File: src/rtl/core/egcd_pkg.sv
`default_nettype none

package egcd_pkg;

  // Operand and remainder width, coefficient width.
  localparam int unsigned ValW  = 63;
  localparam int unsigned CoefW = 64;
  // Shift amount: quotient bit positions 0 .. ValW-1.
  localparam int unsigned ShW   = 6;

  typedef logic [ValW-1:0]  val_t;
  typedef logic [CoefW-1:0] coef_t;
  typedef logic [ShW-1:0]   sh_t;

  // Compare results of the shared divide unit.
  typedef struct packed {
    logic align_ok;  // r1 << (k+1) still fits under r0
    logic sub_ok;    // r1 << k fits under r0: quotient bit k is set
  } egcd_flags_t;

endpackage

`default_nettype wire

File: src/rtl/core/egcd_div_unit.sv
`default_nettype none

// Shared shift-compare-subtract unit of one Euclid quotient step.
// Comparisons shift r0 right so nothing overflows; the subtractions apply
// quotient bit k to the remainder and both coefficient pairs at once.
module egcd_div_unit
  import egcd_pkg::*;
(
  input  val_t        r0_i,
  input  val_t        r1_i,
  input  coef_t       s0_i,
  input  coef_t       s1_i,
  input  coef_t       t0_i,
  input  coef_t       t1_i,
  input  sh_t         k_i,
  output egcd_flags_t flags_o,
  output val_t        r_diff_o,
  output coef_t       s_diff_o,
  output coef_t       t_diff_o
);

  logic [ShW:0] k_inc;

  assign k_inc = {1'b0, k_i} + {{ShW{1'b0}}, 1'b1};

  // r1 * 2^(k+1) <= r0  <=>  r1 <= floor(r0 / 2^(k+1))
  assign flags_o.align_ok = (r0_i >> k_inc) >= r1_i;
  assign flags_o.sub_ok   = (r0_i >> k_i) >= r1_i;

  // Only used when sub_ok holds, so the remainder difference stays in range.
  assign r_diff_o = r0_i - (r1_i << k_i);
  assign s_diff_o = s0_i - (s1_i << k_i);
  assign t_diff_o = t0_i - (t1_i << k_i);

endmodule

`default_nettype wire

File: src/rtl/core/extended_gcd_unit.sv
// Extended GCD unit: gcd(a, b) and Bezout coefficients x, y, a*x + b*y = gcd.
// Input channel: in_valid_i/in_ready_o with first_value_i, second_value_i
// (63-bit unsigned). Output channel: out_valid_o/out_ready_i with divisor_o
// (63-bit unsigned), coeff_first_o and coeff_second_o (64-bit two's compl.).
// One transaction in gives one transaction out.
// Sequencing: each Euclid step uses one shared shift-compare-subtract
// unit, handling one quotient bit per cycle: first counting up the
// alignment, then producing the quotient bits from the top. The operands
// are loaded first, and the result is copied into the output register at
// the end. A zero second operand skips the Euclid steps entirely.
// Throughput: one transaction at a time; in_ready_o is high only while the
// unit is idle. A finished result sits in the output register, so a new
// transaction may start while the receiver stalls; the next result then
// waits until the output register is taken.
// Reset clears the sequencer and the output valid; nothing else persists.
`default_nettype none

module extended_gcd_unit
  import egcd_pkg::*;
(
  input  wire logic  clk_i,
  input  wire logic  rst_ni,
  input  wire logic  in_valid_i,
  output logic       in_ready_o,
  input  wire val_t  first_value_i,
  input  wire val_t  second_value_i,
  output logic       out_valid_o,
  input  wire logic  out_ready_i,
  output val_t       divisor_o,
  output coef_t      coeff_first_o,
  output coef_t      coeff_second_o
);

  localparam logic [1:0] StIdle  = 2'd0;
  localparam logic [1:0] StAlign = 2'd1;
  localparam logic [1:0] StSub   = 2'd2;
  localparam logic [1:0] StFin   = 2'd3;

  logic [1:0]  state_q, state_d;
  sh_t         k_q, k_d;
  logic        out_valid_q, out_valid_d;
  val_t        r0_q, r0_d, r1_q, r1_d;
  coef_t       s0_q, s0_d, s1_q, s1_d, t0_q, t0_d, t1_q, t1_d;
  val_t        div_q;
  coef_t       cf_q, cs_q;
  logic        out_load;

  egcd_flags_t flags;
  val_t        r_diff, r_new;
  coef_t       s_diff, t_diff, s_new, t_new;

  egcd_div_unit u_div (
    .r0_i     (r0_q),
    .r1_i     (r1_q),
    .s0_i     (s0_q),
    .s1_i     (s1_q),
    .t0_i     (t0_q),
    .t1_i     (t1_q),
    .k_i      (k_q),
    .flags_o  (flags),
    .r_diff_o (r_diff),
    .s_diff_o (s_diff),
    .t_diff_o (t_diff)
  );

  // Values after quotient bit k has been applied
  assign r_new = flags.sub_ok ? r_diff : r0_q;
  assign s_new = flags.sub_ok ? s_diff : s0_q;
  assign t_new = flags.sub_ok ? t_diff : t0_q;

  assign in_ready_o = (state_q == StIdle);
  assign out_load   = (state_q == StFin) && (!out_valid_q || out_ready_i);

  // Sequencer
  always_comb begin
    state_d = state_q;
    k_d     = k_q;
    r0_d    = r0_q;
    r1_d    = r1_q;
    s0_d    = s0_q;
    s1_d    = s1_q;
    t0_d    = t0_q;
    t1_d    = t1_q;
    case (state_q)
      StIdle: begin
        if (in_valid_i) begin
          r0_d    = first_value_i;
          r1_d    = second_value_i;
          s0_d    = coef_t'(1);
          s1_d    = '0;
          t0_d    = '0;
          t1_d    = coef_t'(1);
          k_d     = '0;
          state_d = (second_value_i == '0) ? StFin : StAlign;
        end
      end
      StAlign: begin
        if (flags.align_ok) begin
          k_d = k_q + sh_t'(1);
        end else begin
          state_d = StSub;
        end
      end
      StSub: begin
        if (k_q == '0) begin
          // Quotient complete: rotate the pairs
          r0_d    = r1_q;
          r1_d    = r_new;
          s0_d    = s1_q;
          s1_d    = s_new;
          t0_d    = t1_q;
          t1_d    = t_new;
          state_d = (r_new == '0) ? StFin : StAlign;
        end else begin
          r0_d = r_new;
          s0_d = s_new;
          t0_d = t_new;
          k_d  = k_q - sh_t'(1);
        end
      end
      StFin: begin
        if (out_load) begin
          state_d = StIdle;
        end
      end
      default: begin
        state_d = StIdle;
      end
    endcase
  end

  // Output valid
  always_comb begin
    out_valid_d = out_valid_q;
    if (out_valid_q && out_ready_i) begin
      out_valid_d = 1'b0;
    end
    if (out_load) begin
      out_valid_d = 1'b1;
    end
  end

  // Control state
  always_ff @(posedge clk_i or negedge rst_ni) begin
    if (!rst_ni) begin
      state_q     <= StIdle;
      k_q         <= '0;
      out_valid_q <= 1'b0;
    end else begin
      state_q     <= state_d;
      k_q         <= k_d;
      out_valid_q <= out_valid_d;
    end
  end

  // Working registers and output register
  always_ff @(posedge clk_i) begin
    r0_q <= r0_d;
    r1_q <= r1_d;
    s0_q <= s0_d;
    s1_q <= s1_d;
    t0_q <= t0_d;
    t1_q <= t1_d;
    if (out_load) begin
      div_q <= r0_q;
      cf_q  <= s0_q;
      cs_q  <= t0_q;
    end
  end

  assign out_valid_o    = out_valid_q;
  assign divisor_o      = div_q;
  assign coeff_first_o  = cf_q;
  assign coeff_second_o = cs_q;

endmodule

`default_nettype wire

File: config.mk
export PLATFORM = sky130hd
export DESIGN_NAME = extended_gcd_unit
export DESIGN_NICKNAME = d
export VERILOG_FILES = /design/src/rtl/core/egcd_pkg.sv /design/src/rtl/core/egcd_div_unit.sv /design/src/rtl/core/extended_gcd_unit.sv
export SDC_FILE = /design/constraint.sdc
export NUM_CORES = 2
export LEC_CHECK = 0
export BUFFER_PORTS_ARGS = -buffer_cell sky130_fd_sc_hd__buf_2
export CORE_MARGIN = 8
export CORE_UTILIZATION = 25
export CTS_CLUSTER_SIZE = 40
export DETAILED_ROUTE_END_ITERATION = 7
export PLACE_DENSITY = 0.37
export SYNTH_ARGS = -nofsm -noshare
export SYNTH_HDL_FRONTEND = slang
export SYNTH_HIERARCHICAL = 1
export SYNTH_SLANG_ARGS = --single-unit
File: constraint.sdc
create_clock -name clk_i -period 18.7 [get_ports clk_i]
set_input_delay 1.87 -clock clk_i [delete_from_list [all_inputs] [get_ports clk_i]]
set_output_delay 1.87 -clock clk_i [all_outputs]
set_load 0.005 [all_outputs]
Word-level counts from Yosys, hierarchy flattened
Cells that the tools add are included.
{"block": "word_totals", "regBits": 582, "latch_bits": 0, "ram_bits": 0, "mem_bits_ro": 0, "out_inout_bits": 193, "n_memories": 0}
{"block": "classes", "addsub": 6, "mul": 0, "n_div": 0, "order_cmp": 2, "eq_ne": 9, "n_shift": 5, "muxes": 32, "bitwise_logic": 0, "reduce_logical": 15}
{"op": "two-way mux 64 bit", "count": 8}
{"op": "one-hot mux 64 bit (2 select lines)", "count": 4}
{"op": "two-way mux 63 bit", "count": 5}
{"op": "one-hot mux 63 bit (2 select lines)", "count": 2}
{"op": "<< shifter 64 x 6 -> 64 bit", "count": 2}
{"op": "subtractor 64 bit", "count": 2}
{"op": "greater-or-equal comparator 63 bit", "count": 2}
{"op": "logical NOT 63 bit", "count": 2}
{"op": "<< shifter 63 x 6 -> 63 bit", "count": 1}
{"op": ">> shifter 63 x 6 -> 63 bit", "count": 1}
{"op": ">> shifter 63 x 7 -> 63 bit", "count": 1}
{"op": "subtractor 63 bit", "count": 1}
{"op": "two-way mux 6 bit", "count": 3}
{"op": "one-hot mux 6 bit (3 select lines)", "count": 1}
{"op": "two-way mux 2 bit", "count": 6}
{"op": "inequality test 2 bit (second input constant)", "count": 6}
{"op": "one-hot mux 2 bit (4 select lines)", "count": 1}
{"op": "AND reduction 4 bit", "count": 2}
{"op": "adder 6 x 1 -> 7 bit (second input constant)", "count": 1}
{"op": "adder 6 x 1 -> 6 bit (second input constant)", "count": 1}
{"op": "logical NOT 6 bit", "count": 1}
{"op": "subtractor 6 x 1 -> 6 bit (second input constant)", "count": 1}
{"op": "equality test 2 bit (second input constant)", "count": 2}
{"op": "nonzero test 2 bit", "count": 2}
{"op": "other kinds (9)", "count": 11}

Longest topological paths before layout
{"block": "logic_depth", "ltp_word": 7, "mapped_depth": 34, "depth_no_buf": 27}

By module
The synthesis kept the hierarchy.
{"module": "egcd_div_unit", "instances": 1, "cells_each": 4030, "area_per_inst_um2": 28043.1}
{"module": "extended_gcd_unit", "instances": 1, "cells_each": 1741, "area_per_inst_um2": 24631.1}

Worst setup path before layout
No wires, ideal clock.
{"block": "synth_timing", "path_kind": "input to register", "startpoint": "input port in_valid_i", "endpoint": "register r1_q[0], enable pin", "setup_time_ns": 1.034, "t_arrival_ns": 18.244, "required_time_ns": 17.666, "path_slack_ns": -0.578, "cell_stages": 2, "path_buffers": 0, "path_cell_list": "mux2_2 a21boi_0"}
{"block": "synth_between", "elab_chain_len": 2}
{"element": "start, declared", "line_no": "extended_gcd_unit.sv:23", "source": "input wire logic in_valid_i,"}
{"element": "inequality test 2 bit (no source line)"}
{"element": "AND reduction 3 bit (no source line)"}
{"element": "end signal, assigned", "line_no": "extended_gcd_unit.sv:159", "source": "r1_q <= r1_d;"}
{"element": "end, declared", "line_no": "extended_gcd_unit.sv:42", "source": "val_t r0_q, r0_d, r1_q, r1_d;"}
Every way passes these cells.
A chain may end at the register's enable or synchronous reset.

==> out/results.ini <==
[outcome]
status = completed

[sta]
worst_slew_pin_slew_ns = 1.213
skew_ns = 0.06271
slew_headroom_pct = 18.83
max_freq_mhz = 107.8
setup-violations-final = 0
fin_crit_sh_pct = 49.63
rsz0062_at_grt = no
finalHoldViolations = 0
holdWs_ns = 0.4663
drv_slew = 0
finalSetupTns_ns = 0
min_period_ns = 9.280

[cts]
clk_latency_ns = 0.76
clock-root-buffer = clkbuf_16
postCtsSetupBuffers = 0
clock-sinks = 582
cts_resized = 0
hold_buffers = 0
clkSlewWorstSetupHoldPaths_ns = 0.06
cts_buffers = 81
htreeDepth = 3
cts.path.max_buffers = 3
cts_tree = done

[placement]
placed_area_sq_um = 56820
port_buffers = 322
place_congestion = 0.9248
hpwl_mm = 178.0

[layout]
multi_input_area_sq_um = 33060
seqCellArea_sq_um = 17450
layout-drive-gt1-share_pct = 15.10
synthToLayoutAreaGrowth_pct = 13.16
fillerInstances = 22570
nets = 6322
design_area_sq_um = 59600

[logic_synthesis]
async_reset_ff_share_pct = 1.546
yosysWarnings = 6
synthTopCellsByArea = edfxtp_1, mux2i_1, mux4_2
yosysTopAreaCellShare_pct = 32.67
synthTopCellsByCount = nand2_1, nor2_1, edfxtp_1, a21oi_1, mux2i_1
synth_mux_area_share_pct = 18.60
syn-num-nets = 6225
synth-main-ff-cell = edfxtp_1
synth_compound_gate_area_share_pct = 17.12
synth_top_family_by_area = multiplexers
synthAdderAreaFrac_pct = 7.815
synthXorXnorAreaFrac_pct = 2.976
ys_seq_area_share_pct = 33.09
synthCells = 5771
synth_top_cell_by_area = edfxtp_1
ys_seq_elements = 582
synth-edff-count = 573
avgSynthCellArea_sq_um = 9.127
ys_types = 93
syn-cell-area_sq_um = 52670
yosys.area_share.simple_pct = 16.05
synth_most_common_cell = nand2_1

[critical_path]
reg2reg_depth = 26
crit_path_max_fanout = 135
start_kind = flop
crit_type = reg -> reg
cp.arrival_ns = 9.73
required_ns = 19.15
cp-end-kind = flop

[global_routing]
grt_pass1_vias = 45630
grt_overflow_total = 0
grt_pass1_wl_mm = 330.1
use_met3_pct = 2.296
track_usage_pct = 19.54
busiest_layer = met2
grt_util_met1_pct = 27.86
grt_max_degree = 139
grt_util_met2_pct = 31.23
antenna_found_initial = 10

[route]
ant_nets = 0
wire_per_inst_um = 26.34
detail_route.wirelength_mm = 230.2
drc_errors = 0
vias = 46320
drt_iter0_markers = 3921
viasPerCell = 5.301
drt-pass1-iter-count = 6

[die]
dieArea_sq_um = 225600
start_util_pct = 25.13
dieWidth_um = 475.0
core_sq_um = 209600
rows = 168
die_h_um = 475.0
ios = 323

[worst_hold_path]
min_path_cells = 0
hold_path_class = reg -> reg

[job]
drv_cap = 0

## critical path, cell delays in order (launching register included)
cell and delay, ns:
dfrtp_4 0.75, buf_4 0.72, buf_12 0.68, mux4_2 0.62, nand2_1 0.08, nand2_1 0.08
o21ai_0 0.34, mux2_2 0.27, a21o_1 0.16, inv_1 0.05, ha_1 0.28, nor2b_1 0.11
o21ai_0 0.07, a21boi_0 0.18, o21ai_0 0.12, a21oi_1 0.21, o21ai_0 0.14, a31oi_1 0.27
a211o_1 0.19, maj3_1 0.28, a211oi_1 0.13, o41ai_2 0.48, buf_4 0.57, buf_4 0.76
mux2i_1 0.79, a21oi_1 0.17, mux2_2 0.30
## stage by stage
step                      setup WS [ns]  instances  util (%)
final                             9.420       8738     28.44
after global routing              8.708       8737     28.44
after CTS                         9.278       8737     28.44
after detailed placement          9.388       8590     27.11
after global placement            9.479       8590     27.11
after floorplan                  0.5162       5771         -
## placed cells by master, fill, tap and decap left out, drive strengths merged, types with 67 or more instances in the layout
cell type	n
nand2	780
nor2	760
edfxtp	573
a21oi	493
mux2i	458
buf	399
ha	321
o21ai	295
mux4	185
a211oi	170
inv	151
a21o	145
xnor2	115
mux2	93
clkbuf	92
nand4	67
## cell type report
class / count / area share, %
diodes: 1 / 0.004198
multi-input cells: 4661 / 55.46
clock inverters: 55 / 1.205
repair buffers: 399 / 3.737
flip-flops and latches: 582 / 29.28
clock buffers: 92 / 3.470
inverters: 143 / 0.9509
well taps: 2805 / 5.888
## final timing paths
kind | start | end | slack (ns)
hold / removal | r0_q[50] | divisor_o[50] | 0.47
min in group asynchronous | rst_ni | k_q[4] | 1.06
setup reg to reg | k_q[0] | r0_q[62] | 9.42
setup / recovery | k_q[0] | r0_q[62] | 9.42
hold reg to reg | r0_q[50] | divisor_o[50] | 0.47
max in group asynchronous | rst_ni | k_q[1] | 17.30
## metal layers
layer	vias up	routed length, um	part of all wire [%]
li1	21670	-	-
met4	8	6159	2.7
met1	23000	110200	48
met5	-	57	0.025
met2	1411	103300	45
met3	236	10470	4.5
## logic make-up after synthesis
family,Yosys count
simple gates,1978
compound gates,1440
buf+inv,528
flops,582
mux,736
xor+xnor,179
fa+ha+maj,328
## state kept, by name, indices dropped and copies added, names as in the netlist
register	cells
k_q	6
s0_q	64
divisor_o	63
out_valid_o	1
state_q	2
coeff_first_o	64
t1_q	64
t0_q	64
r1_q	63
r0_q	63
s1_q	64
coeff_second_o	64
Power is left out: the tool's default activity adds up to more than one toggle a clock period on the data nets, which glitch-free logic cannot reach.
